File: config.mk
export PLATFORM = sky130hd
export DESIGN_NAME = bezier_line_path_generator_core
export DESIGN_NICKNAME = d
export VERILOG_FILES = /design/src/rtl/blp_pkg.sv /design/src/rtl/blp_wgen.sv /design/src/rtl/blp_lane.sv /design/src/rtl/bezier_line_path_generator_core.sv
export SDC_FILE = /design/constraint.sdc
export NUM_CORES = 1
export LEC_CHECK = 0
export BUFFER_PORTS_ARGS = -buffer_cell sky130_fd_sc_hd__buf_2
export CAP_MARGIN = 20
export CORE_MARGIN = 2
export CORE_UTILIZATION = 55
export CTS_BUF_LIST = sky130_fd_sc_hd__clkbuf_16
export DETAILED_ROUTE_END_ITERATION = 16
export PLACE_DENSITY = 0.72
export SLEW_MARGIN = 40
export SYNTH_ARGS = -nofsm -noshare
export SYNTH_HDL_FRONTEND = slang
export SYNTH_SLANG_ARGS = --single-unit
File: constraint.sdc
create_clock -name i_clk -period 15.8 [get_ports i_clk]
set_input_delay 2.37 -clock i_clk [delete_from_list [all_inputs] [get_ports i_clk]]
set_output_delay 2.37 -clock i_clk [all_outputs]
set_load 0.02 [all_outputs]
File: src/rtl/blp_pkg.sv
// shared constants and types of the bezier / line path point generator
// no dependencies; used by every module of the block
package blp_pkg;

    localparam int OUT_BITS       = 20;   // point_x / point_y width, 8 fraction bits
    localparam int Z_BITS         = 12;   // height width
    localparam int STEPS_BITS     = 7;    // width of the steps field
    localparam int FRAC_SHIFT     = 9;    // num * 512: 8 fraction bits plus one for the half
    localparam int DEF_MAX_STEPS  = 64;
    localparam int DEF_COORD_BITS = 12;

    // segment kinds
    localparam logic CMD_BEZIER = 1'b0;
    localparam logic CMD_LINE   = 1'b1;

    // per-cycle control from the sequencer to both coordinate lanes
    typedef struct packed {
        logic clr;      // clear the accumulator
        logic mac;      // add one weight bit column
        logic dload;    // form dividend and load the divider
        logic dstep;    // one restoring division step
    } t_lane_ctl;

    // current msb of each serial weight
    typedef struct packed {
        logic w0;
        logic w1;
        logic w2;
    } t_wbits;

endpackage

File: src/rtl/blp_wgen.sv
// blend weight generator: computes the three weights and the divisor of one point
// and shifts the weights out msb first; depends on blp_pkg
module blp_wgen #(
    parameter  int MAX_STEPS = blp_pkg::DEF_MAX_STEPS,
    localparam int SB        = $clog2(MAX_STEPS + 1),
    localparam int IB        = (MAX_STEPS > 1) ? $clog2(MAX_STEPS) : 1,
    localparam int WB        = 2 * SB
) (
    input  logic             i_clk,
    input  logic             i_load,
    input  logic             i_shift,
    input  logic             i_cmd,
    input  logic [SB-1:0]    i_n,
    input  logic [IB-1:0]    i_idx,
    output blp_pkg::t_wbits  o_bits,
    output logic [WB-1:0]    o_den
);
    import blp_pkg::*;

    logic [WB-1:0] r_w0, r_w1, r_w2, r_den;
    logic [WB-1:0] n_w0, n_w1, n_w2, n_den;
    logic [WB-1:0] ne, ie, re;

    assign ne = WB'(i_n);
    assign ie = WB'(i_idx);
    assign re = ne - ie;

    always_comb begin
        if (i_cmd == CMD_LINE) begin
            n_w0  = re;
            n_w1  = '0;
            n_w2  = ie;
            n_den = ne;
        end else begin
            n_w0  = re * re;
            n_w1  = (ie * re) << 1;
            n_w2  = ie * ie;
            n_den = ne * ne;
        end
    end

    always_ff @(posedge i_clk) begin
        if (i_load) begin
            r_w0  <= n_w0;
            r_w1  <= n_w1;
            r_w2  <= n_w2;
            r_den <= n_den;
        end else if (i_shift) begin
            r_w0 <= r_w0 << 1;
            r_w1 <= r_w1 << 1;
            r_w2 <= r_w2 << 1;
        end
    end

    assign o_bits.w0 = r_w0[WB-1];
    assign o_bits.w1 = r_w1[WB-1];
    assign o_bits.w2 = r_w2[WB-1];
    assign o_den     = r_den;

endmodule

File: src/rtl/blp_lane.sv
// one coordinate lane: bit-serial weighted sum, serial restoring divider,
// rounding sign fix-up and saturation; depends on blp_pkg
module blp_lane #(
    parameter  int COORD_BITS = blp_pkg::DEF_COORD_BITS,
    parameter  int WB         = 14,
    localparam int QB         = COORD_BITS + 9
) (
    input  logic                          i_clk,
    input  blp_pkg::t_lane_ctl            i_ctl,
    input  blp_pkg::t_wbits               i_bits,
    input  logic signed [COORD_BITS-1:0]  i_p0,
    input  logic signed [COORD_BITS-1:0]  i_p1,
    input  logic signed [COORD_BITS-1:0]  i_p2,
    input  logic [WB-1:0]                 i_den,
    output logic [blp_pkg::OUT_BITS-1:0]  o_coord
);
    import blp_pkg::*;

    localparam int AW = COORD_BITS + WB + 2;
    localparam int NW = AW + FRAC_SHIFT + 1;
    localparam int DW = WB + 2;
    localparam int SW = (QB + 2 > OUT_BITS) ? QB + 2 : OUT_BITS;
    localparam logic signed [SW-1:0] SAT_HI = SW'((1 << (OUT_BITS - 1)) - 1);
    localparam logic signed [SW-1:0] SAT_LO = -SAT_HI - SW'(1);

    logic signed [AW-1:0] r_acc, n_acc, term;
    logic [DW-1:0]        r_rem, n_rem, rem2, dval;
    logic [QB-1:0]        r_low, n_low, r_quo, n_quo;
    logic                 r_neg, n_neg, ge;
    logic signed [NW-1:0] dividend;
    logic [NW-1:0]        mag;
    logic signed [SW-1:0] qmag, qs;

    // column of the three weight bits times the points
    always_comb begin
        term = '0;
        if (i_bits.w0) term = term + AW'(i_p0);
        if (i_bits.w1) term = term + AW'(i_p1);
        if (i_bits.w2) term = term + AW'(i_p2);
    end

    // num * 512 + den, split into sign and magnitude
    assign dividend = (NW'(r_acc) <<< FRAC_SHIFT) + $signed(NW'(i_den));
    assign mag      = dividend[NW-1] ? $unsigned(-dividend) : $unsigned(dividend);

    assign dval = DW'({i_den, 1'b0});
    assign rem2 = {r_rem[DW-2:0], r_low[QB-1]};
    assign ge   = (rem2 >= dval);

    always_comb begin
        n_acc = r_acc;
        n_rem = r_rem;
        n_low = r_low;
        n_quo = r_quo;
        n_neg = r_neg;
        if (i_ctl.clr) begin
            n_acc = '0;
        end else if (i_ctl.mac) begin
            n_acc = (r_acc <<< 1) + term;
        end
        if (i_ctl.dload) begin
            n_rem = mag[QB+DW-1:QB];
            n_low = mag[QB-1:0];
            n_quo = '0;
            n_neg = dividend[NW-1];
        end else if (i_ctl.dstep) begin
            n_rem = ge ? rem2 - dval : rem2;
            n_low = r_low << 1;
            n_quo = {r_quo[QB-2:0], ge};
        end
    end

    always_ff @(posedge i_clk) begin
        r_acc <= n_acc;
        r_rem <= n_rem;
        r_low <= n_low;
        r_quo <= n_quo;
        r_neg <= n_neg;
    end

    // floor for negative dividends: bump the magnitude on a nonzero remainder
    assign qmag = $signed(SW'(r_quo)) + $signed(SW'(r_neg && (r_rem != '0)));
    assign qs   = r_neg ? -qmag : qmag;

    always_comb begin
        if (qs > SAT_HI) begin
            o_coord = SAT_HI[OUT_BITS-1:0];
        end else if (qs < SAT_LO) begin
            o_coord = SAT_LO[OUT_BITS-1:0];
        end else begin
            o_coord = qs[OUT_BITS-1:0];
        end
    end

endmodule

File: src/rtl/bezier_line_path_generator_core.sv
// top level of the bezier / line path point generator: sequencer, segment
// registers and output register; depends on blp_pkg, blp_wgen, blp_lane
//
// channel  direction  handshake                 payload
// segment  in         i_in_valid / o_in_ready   i_command, i_start_*, i_ctrl_*, i_end_*,
//                                               i_steps, i_height
// point    out        o_out_valid / i_out_ready o_point_x, o_point_y, o_point_z, o_last
//
// each point is worked on in these steps, in order:
// weight setup, WB bit-serial multiply-accumulate columns (WB = 2*ceil(log2(MAX_STEPS+1))),
// divider load, QB = COORD_BITS + 9 restoring division steps, then the output write
// the divider is serial, so one segment is worked on at a time; a segment with
// zero steps is taken and produces nothing
// reset is synchronous and active low, and clears the sequencer and output valid
// a stalled output holds the finished point in the output register and the
// sequencer waits in its write state until that register frees up
module bezier_line_path_generator_core #(
    parameter int MAX_STEPS  = blp_pkg::DEF_MAX_STEPS,
    parameter int COORD_BITS = blp_pkg::DEF_COORD_BITS
) (
    input  logic                                  i_clk,
    input  logic                                  i_rst_n,
    input  logic                                  i_in_valid,
    output logic                                  o_in_ready,
    input  logic                                  i_command,
    input  logic signed [COORD_BITS-1:0]          i_start_x,
    input  logic signed [COORD_BITS-1:0]          i_start_y,
    input  logic signed [COORD_BITS-1:0]          i_ctrl_x,
    input  logic signed [COORD_BITS-1:0]          i_ctrl_y,
    input  logic signed [COORD_BITS-1:0]          i_end_x,
    input  logic signed [COORD_BITS-1:0]          i_end_y,
    input  logic [blp_pkg::STEPS_BITS-1:0]        i_steps,
    input  logic signed [blp_pkg::Z_BITS-1:0]     i_height,
    output logic                                  o_out_valid,
    input  logic                                  i_out_ready,
    output logic signed [blp_pkg::OUT_BITS-1:0]   o_point_x,
    output logic signed [blp_pkg::OUT_BITS-1:0]   o_point_y,
    output logic signed [blp_pkg::Z_BITS-1:0]     o_point_z,
    output logic                                  o_last
);
    import blp_pkg::*;

    localparam int SB = $clog2(MAX_STEPS + 1);            // bits of a step count
    localparam int IB = (MAX_STEPS > 1) ? $clog2(MAX_STEPS) : 1; // bits of a point index
    localparam int WB = 2 * SB;                            // serial weight length
    localparam int QB = COORD_BITS + 9;                    // quotient bits
    localparam int CW = $clog2(((QB > WB) ? QB : WB) + 1);

    typedef enum logic [2:0] {
        S_IDLE,
        S_WGT,
        S_MAC,
        S_DLD,
        S_DIV,
        S_EMIT
    } t_state;

    t_state r_state;

    // segment registers
    logic                          r_cmd;
    logic signed [COORD_BITS-1:0]  r_p0x, r_p0y, r_p1x, r_p1y, r_p2x, r_p2y;
    logic [SB-1:0]                 r_n;
    logic signed [Z_BITS-1:0]      r_z;
    logic [IB-1:0]                 r_idx;     // point being worked on
    logic [CW-1:0]                 r_cnt;     // serial step counter

    // output register
    logic                          r_out_valid;
    logic [OUT_BITS-1:0]           r_px, r_py;
    logic signed [Z_BITS-1:0]      r_pz;
    logic                          r_last;

    logic [SB-1:0]                 steps_sat;
    logic                          in_acc;
    logic                          out_free;
    logic                          idx_last;
    t_lane_ctl                     lane_ctl;
    t_wbits                        wbits;
    logic [WB-1:0]                 den;
    logic [OUT_BITS-1:0]           coord_x, coord_y;

    // steps above the maximum clamp to it
    assign steps_sat = (i_steps > STEPS_BITS'(MAX_STEPS)) ? SB'(MAX_STEPS) : i_steps[SB-1:0];

    assign o_in_ready = (r_state == S_IDLE);
    assign in_acc     = i_in_valid && o_in_ready;
    assign out_free   = !r_out_valid || i_out_ready;
    assign idx_last   = ((SB'(r_idx) + SB'(1)) == r_n);

    assign lane_ctl.clr   = (r_state == S_WGT);
    assign lane_ctl.mac   = (r_state == S_MAC);
    assign lane_ctl.dload = (r_state == S_DLD);
    assign lane_ctl.dstep = (r_state == S_DIV);

    blp_wgen #(
        .MAX_STEPS (MAX_STEPS)
    ) u_wgen (
        .i_clk   (i_clk),
        .i_load  (r_state == S_WGT),
        .i_shift (r_state == S_MAC),
        .i_cmd   (r_cmd),
        .i_n     (r_n),
        .i_idx   (r_idx),
        .o_bits  (wbits),
        .o_den   (den)
    );

    blp_lane #(
        .COORD_BITS (COORD_BITS),
        .WB         (WB)
    ) u_lane_x (
        .i_clk   (i_clk),
        .i_ctl   (lane_ctl),
        .i_bits  (wbits),
        .i_p0    (r_p0x),
        .i_p1    (r_p1x),
        .i_p2    (r_p2x),
        .i_den   (den),
        .o_coord (coord_x)
    );

    blp_lane #(
        .COORD_BITS (COORD_BITS),
        .WB         (WB)
    ) u_lane_y (
        .i_clk   (i_clk),
        .i_ctl   (lane_ctl),
        .i_bits  (wbits),
        .i_p0    (r_p0y),
        .i_p1    (r_p1y),
        .i_p2    (r_p2y),
        .i_den   (den),
        .o_coord (coord_y)
    );

    always_ff @(posedge i_clk) begin
        if (!i_rst_n) begin
            r_state     <= S_IDLE;
            r_idx       <= '0;
            r_cnt       <= '0;
            r_out_valid <= 1'b0;
        end else begin
            // a write from the sequencer refills the register, otherwise it drains
            if (r_state == S_EMIT && out_free) begin
                r_out_valid <= 1'b1;
            end else if (r_out_valid && i_out_ready) begin
                r_out_valid <= 1'b0;
            end
            unique case (r_state)
                S_IDLE: begin
                    if (in_acc) begin
                        r_cmd <= i_command;
                        r_p0x <= i_start_x;
                        r_p0y <= i_start_y;
                        r_p1x <= i_ctrl_x;
                        r_p1y <= i_ctrl_y;
                        r_p2x <= i_end_x;
                        r_p2y <= i_end_y;
                        r_n   <= steps_sat;
                        r_z   <= i_height;
                        r_idx <= '0;
                        // empty segment: nothing to emit
                        if (steps_sat != '0) begin
                            r_state <= S_WGT;
                        end
                    end
                end
                S_WGT: begin
                    r_cnt   <= '0;
                    r_state <= S_MAC;
                end
                S_MAC: begin
                    if (r_cnt == CW'(WB - 1)) begin
                        r_state <= S_DLD;
                    end else begin
                        r_cnt <= r_cnt + CW'(1);
                    end
                end
                S_DLD: begin
                    r_cnt   <= '0;
                    r_state <= S_DIV;
                end
                S_DIV: begin
                    if (r_cnt == CW'(QB - 1)) begin
                        r_state <= S_EMIT;
                    end else begin
                        r_cnt <= r_cnt + CW'(1);
                    end
                end
                S_EMIT: begin
                    if (out_free) begin
                        r_px        <= coord_x;
                        r_py        <= coord_y;
                        r_pz        <= r_z;
                        r_last      <= idx_last;
                        if (idx_last) begin
                            r_idx   <= '0;
                            r_state <= S_IDLE;
                        end else begin
                            r_idx   <= r_idx + IB'(1);
                            r_state <= S_WGT;
                        end
                    end
                end
                default: begin
                    r_state <= S_IDLE;
                end
            endcase
        end
    end

    assign o_out_valid = r_out_valid;
    assign o_point_x   = r_px;
    assign o_point_y   = r_py;
    assign o_point_z   = r_pz;
    assign o_last      = r_last;

`ifndef SYNTH
    // the point index never reaches the segment's point count while busy
    a_idx_in_range: assert property (@(posedge i_clk) disable iff (!i_rst_n)
        (r_state != S_IDLE) |-> (SB'(r_idx) < r_n))
        else $error("point index out of range");

    // a segment with points keeps the input side closed on the next cycle
    a_busy_after_accept: assert property (@(posedge i_clk) disable iff (!i_rst_n)
        (in_acc && (steps_sat != '0)) |=> !o_in_ready)
        else $error("input taken again while a segment is in work");

    // when the sequencer leaves the write state, the output register holds a valid point
    a_write_when_free: assert property (@(posedge i_clk) disable iff (!i_rst_n)
        ($past(i_rst_n) && $past(r_state) == S_EMIT && r_state != S_EMIT) |-> r_out_valid)
        else $error("point lost on output write");

    // reset leaves no point pending
    a_reset_clears: assert property (@(posedge i_clk)
        !i_rst_n |=> !o_out_valid)
        else $error("output valid after reset");
`endif

endmodule
==> results of run 1 <==
## cells in the final DEF, fill, tap and decap left out, drive strengths merged, types with 19 or more instances in the layout
cell type and count:
nand2 408, inv 284, edfxtp 275, o21ai 271
ha 270, xnor2 257, a21oi 248, nor2 209
buf 180, xor2 145, dfxtp 113, fa 112
a21o 97, nor3 84, nand3 78, a22o 58
and2 56, clkbuf 51, a31oi 49, nor2b 40
and3 40, nand4 39, o21a 36, nand2b 36
o21bai 31, a211oi 30, mux2i 25, o31ai 25
mux2 24, nor4 24, or3 22, o211ai 19
## area by class of cell
class,instances,area share [%]
Inverter,272,2.78
Multi-Input combinational cell,2945,58.8
Tap cell,782,2.67
Sequential cell,388,28.7
Timing Repair Buffer,180,2.71
Clock inverter,37,0.890
Clock buffer,51,3.48
## power groups by stage
stage / clock network (W) / logic (W) / registers, W
2_1_floorplan: 0 / 0.00314 / 0.00145
3_3_place_gp: 0 / 0.00373 / 0.00154
3_5_place_dp: 0 / 0.00380 / 0.00154
4_1_cts: 0.00114 / 0.00383 / 0.00152
5_1_grt: 0.00118 / 0.00434 / 0.00154
6_report: 0.00111 / 0.00384 / 0.00152
## metrics by stage
stage | power [W] | utilization [%]
4_1_cts | 0.00649 | 60.6
3_5_place_dp | 0.00534 | 58.0
2_1_floorplan | 0.00459 | -
5_1_grt | 0.00707 | 60.7
6_report | 0.00647 | 60.7
3_3_place_gp | 0.00527 | 57.9
## cell families after synthesis
logic type	Yosys count	share of synthesized area, %
flops	388	31.2
simple gates	1112	16.0
compound gates	995	18.9
mux	49	1.54
fa+ha+maj	386	16.8
buf+inv	443	5.03
xor+xnor	403	10.5
## metal layers
layer,share of wire [%],global-route usage (%),up-vias
li1,-,-,13600
met1,46,32.3,12700
met2,47,41.0,546
met3,4.3,2.96,107
met4,2.2,6.02,0
met5,0,0,-
## worst max-delay path: cells and delay by family, from the launching register on
family	cells	cell delay, ns
xor+xnor	1	0.17
buf+inv	3	0.54
flops	1	0.32
compound gates	20	4.48
fa+ha+maj	5	1.68
simple gates	4	0.72
mux	1	0.19
## flip-flops by register name, summed over array words and instances, names as in the netlist, 16 cells and up
register and flops:
u_lane_x.r_acc 28, u_lane_y.r_acc 28, u_lane_x.r_quo 21, u_lane_y.r_low 21, u_lane_y.r_quo 21, o_point_x 20
o_point_y 20, u_lane_x.r_low 20, u_lane_x.r_rem 16, u_lane_y.r_rem 16
## how the worst max path moves through the flow
stage                              start                              end  slack [ns]  cells past startpoint
2_1_floorplan  u_wgen.r_w0[13]$_DFFE_PP_  u_lane_x.r_acc[26]$_SDFFE_PN0P_        7.75                     37
3_3_place_gp   u_wgen.r_w0[13]$_DFFE_PP_  u_lane_x.r_acc[26]$_SDFFE_PN0P_        7.94                     34
6_report       u_wgen.r_w0[13]$_DFFE_PP_  u_lane_x.r_acc[26]$_SDFFE_PN0P_        7.54                     34
3_5_place_dp   u_wgen.r_w0[13]$_DFFE_PP_  u_lane_x.r_acc[26]$_SDFFE_PN0P_        7.70                     34
4_1_cts        u_wgen.r_w0[13]$_DFFE_PP_  u_lane_x.r_acc[26]$_SDFFE_PN0P_        7.59                     34
5_1_grt        u_wgen.r_w0[13]$_DFFE_PP_  u_lane_x.r_acc[26]$_SDFFE_PN0P_        6.76                     34
==> flow_summary.ini, run 1 <==
[status]
outcome = finished, final reports clean

[pwr]
switching_share_pct = 43.3
power_frac_comb_pct = 59.3
vdd_drop_max_v = 0.000144
pwr_density_cell_nw_per_um2 = 176
p_switching_w = 0.00280
p_clk_share_pct = 17.2
p_leak_nw = 15.6
seq_power_share_pct = 23.5
internal_power_w = 0.00367

[sta]
layout_setup_ws_ns = 7.54
period_share_pct = 52.3
fin_skew_ns = 0.0250
setup_viol = 0
worst_pin_slew_ns = 0.820
min_period_ns = 8.26
hold_violations = 0
fmax_mhz = 121
maxSlewHeadroom_pct = 44.8
slew_violations = 0
rsz0062_at_grt = no
tns_ns = 0
hold_slack_ns = 0.418

[clocking]
cts_max_level = 2
clock_sinks = 388
clk_latency_ns = 0.59
ctsHoldBuffers = 0
clockRootBuffer = clkbuf_16
post-cts-setup-buffers = 0
ctsResizeCount = 0
cts.path.max_buffers = 3
numCtsBuffers = 47
clkSlewWorstSetupHoldPaths_ns = 0.06
cts_tree = built

[layout]
post_layout_nonfiller_instances = 4655
fin_nets = 4312
ff_latch_area_sq_um = 10500
fin_area_sq_um = 36700
n_antenna_cell = 0
multi_input_area_sq_um = 21600
areaGrowthSynthToFinish_pct = 8.80
drive_gt1_share_pct = 8.88
num-fill-cells = 5241

[synth]
yosysWarnings = 0
synth-edff-count = 275
synth.most_common_cell = nand2_1
synth.top_cell.area_share_pct = 24.5
yosysSeqAreaShare_pct = 31.2
synth_area_leader_cell = edfxtp_1
synth_cell_types = 98
netlist_top_cells_count = nand2_1, edfxtp_1, ha_1
avgSynthCellArea_sq_um = 8.93
syn_inst = 3776
synth_area_sq_um = 33700
synthesis.nets = 4254
synth-seq-cells = 388
ys.flop_type = edfxtp_1
ys_async_sr_fraction_pct = 0
netlist_top_cells_area = edfxtp_1, ha_1, dfxtp_1

[die]
io-pin-count = 151
start_util_pct = 55.8
die_area_sq_um = 63300
dieWidth_um = 252
die_y_um = 252
core_region_area_sq_um = 60500
fp-row-count = 90

[route]
totalWireLength_mm = 75.9
drc = 0
first_iter_violations = 1763
wl_per_cell_um = 16.3
vias = 27000
ant_nets = 0
post_drt_via_cell_ratio = 5.79
drt-pass1-iter-count = 6

[global_route]
antenna_found_initial = 0
grt_pass1_vias = 25600
grt_max_degree = 78
grt_usage_pct = 24.0
grt-ovfl-total = 0
grt_pass1_wl_mm = 127

[worst_setup_path]
timing.rr.start = u_wgen.r_w0[13]$_DFFE_PP_
crit_arrival_ns = 8.69
crit_top_cell = a21o_1
cp-end-kind = register
startpoint_type = register
rrSetupSlack_ns = 7.54
worstRegToRegCells = 34
slowest_delay_ns = 0.47
crit_fanout = 41
r2r_end = u_lane_x.r_acc[26]$_SDFFE_PN0P_
crit_type = reg2reg
critPathSlowestCell = o31ai_1
cp.required_ns = 16.23

[place]
dp_cells = 4566
portBuffers = 150
dp_hpwl_mm = 56.3
place_congestion = 0.921
postPlaceCellArea_sq_um = 35100
post-place-ws_ns = 7.70

[min_path]
hp-class = reg2reg
hold_end = o_point_z[2]$_DFFE_PP_
hold_depth = 0
min_from = r_z[2]$_DFFE_PP_

[job]
cap_violations = 0
No activity file was read; power rests on OpenSTA's default activity.
==> run 2, diff against run 1 <==
- clock period: 15.8 -> 7.63 ns (I/O delays scaled with it)
==> flow_summary.ini, run 2 (same netlist as run 1, synthesis figures left out) <==
[clocking]
numCtsBuffers = 46
cts_max_level = 2
cts.path.max_buffers = 3
cts_tree = built
clockRootBuffer = clkbuf_16
clkSlewWorstSetupHoldPaths_ns = 0.06
clk_latency_ns = 0.59
clock_sinks = 388

[min_path]
hold_depth = 0
hp-class = reg2reg
min_from = r_z[7]$_DFFE_PP_

[die]
start_util_pct = 55.8
dieWidth_um = 252
die_y_um = 252
die_area_sq_um = 63300
core_region_area_sq_um = 60500
io-pin-count = 151
fp-row-count = 90

[layout]
final_util_pct = 61.1
num-fill-cells = 5216
ff_latch_area_sq_um = 10500
fin_nets = 4341
final_common_cell = nand2_1
multi_input_area_sq_um = 21700
reg_top3 = u_lane_x.r_acc x28, u_lane_y.r_acc x28
n_antenna_cell = 0
layout_common_cells = nand2_1, edfxtp_1, inv_1
drive_gt1_share_pct = 9.93
areaGrowthSynthToFinish_pct = 9.56

[global_route]
grt_usage_pct = 23.8
grt-ovfl-total = 0
antenna_found_initial = 1
grt_pass1_vias = 25700
grt_pass1_wl_mm = 126
grt_max_degree = 107

[place]
place_congestion = 0.939
dp_hpwl_mm = 56.7
portBuffers = 150

[worst_setup_path]
crit_fanout = 6
startpoint_type = register
crit_arrival_ns = 7.65
worstSetupStartpoint = r_n[0]$_DFFE_PP_
r2r_end = u_wgen.r_w0[13]$_DFFE_PP_
crit_top_cell = inv_1
endpoint = u_wgen.r_w0[13]$_DFFE_PP_
critPathSlowestCell = fa_1
rrSetupSlack_ns = 0.32
slowest_delay_ns = 0.52
crit_type = reg2reg
worstRegToRegCells = 31
cp.required_ns = 7.98
timing.rr.start = r_n[0]$_DFFE_PP_
cp-end-kind = register

[route]
ant_nets = 0
first_iter_violations = 1975
drt-pass1-iter-count = 6
vias = 27200
totalWireLength_mm = 76.0
post_drt_via_cell_ratio = 5.81
drc = 0
wl_per_cell_um = 16.2

[pwr]
p_leak_nw = 15.7
vdd_drop_max_v = 0.000285
pwr_density_cell_nw_per_um2 = 362
power_w = 0.0134

[job]
cap_violations = 0

[sta]
hold_violations = 0
fin_skew_ns = 0.0292
maxSlewHeadroom_pct = 42.5
hold_slack_ns = 0.408
fmax_mhz = 137
period_share_pct = 95.8
min_period_ns = 7.31
worst_pin_slew_ns = 0.856
slew_violations = 0
setup_viol = 0

[status]
outcome = finished, final reports clean
## run 2: cell types whose count changed in the layout (fill, tap and decap cells not counted), moves of 3 or more
cell / delta
a21oi_2: +5
o21ai_0: -5
o21ai_1: +3
a31oi_1: -3
inv_1: +3
clkbuf_16: -4
a21oi_1: -5
a31oi_2: +3
buf_4: +29
clkinv_1: +3
## run 2: what timing repair did
item | CTS | global route
gates resized for setup | 2 | 31
buffers inserted | 0 | 9
hold buffers | 0 | 0
pin swaps | 0 | 12
setup endpoints to repair | 2 | 15
## run 2: metal layers
metal	GRT usage, %	wire (um)	vias to the layer above
li1	-	-	13700
met1	32.3	34900	12900
met2	40.6	36100	549
met3	2.66	3190	109
met4	6.33	1870	0
met5	0	0	-
## run 2: area by class of cell
class,count,area share [%]
flip-flops and latches,388,28.5
clock inverters,37,0.839
repair buffers,210,3.34
multi-input cells,2945,58.8
well taps,782,2.65
clock buffers,47,3.18
inverters,272,2.76
## run 2: how the worst min path moves through the flow
stage                              endpoint  slack, ns
detailed placement  o_point_z[10]$_DFFE_PP_       0.40
global placement     o_point_z[6]$_DFFE_PP_       0.40
finish               o_point_z[7]$_DFFE_PP_       0.41
CTS                  o_point_z[7]$_DFFE_PP_       0.41
floorplan            o_point_z[0]$_DFFE_PP_       0.40
global route         o_point_z[7]$_DFFE_PP_       0.41
## run 2: per-stage QoR
step	area (sq um)	setup slack, ns	TNS, ns	std cells
2_1_floorplan	33700	0.0185	0	3776
3_3_place_gp	35200	0.119	0	4586
3_5_place_dp	35200	-0.0192	-0.0192	4587
4_1_cts	36700	0.0398	0	4671
5_1_grt	37000	-0.0508	-0.0626	4681
6_report	37000	0.321	0	4681
## run 2: worst max-delay path, delay by kind of cell (launching register included)
family | cells | cell delay [ns]
AOI/OAI and AO/OA | 8 | 1.21
xor gates and xnor gates | 2 | 0.56
adders and majority gates | 9 | 3.86
buffers and inverters | 9 | 0.65
DFF | 1 | 0.39
and+or+nand+nor | 3 | 0.39
## run 2: power breakdown
| group | internal, W | switching [W] | total, W |
|---|---|---|---|
| Sequential | 0.00276 | 0.000391 | 0.00315 |
| Clock | 0.00128 | 0.000902 | 0.00219 |
| Combinational | 0.00353 | 0.00452 | 0.00805 |
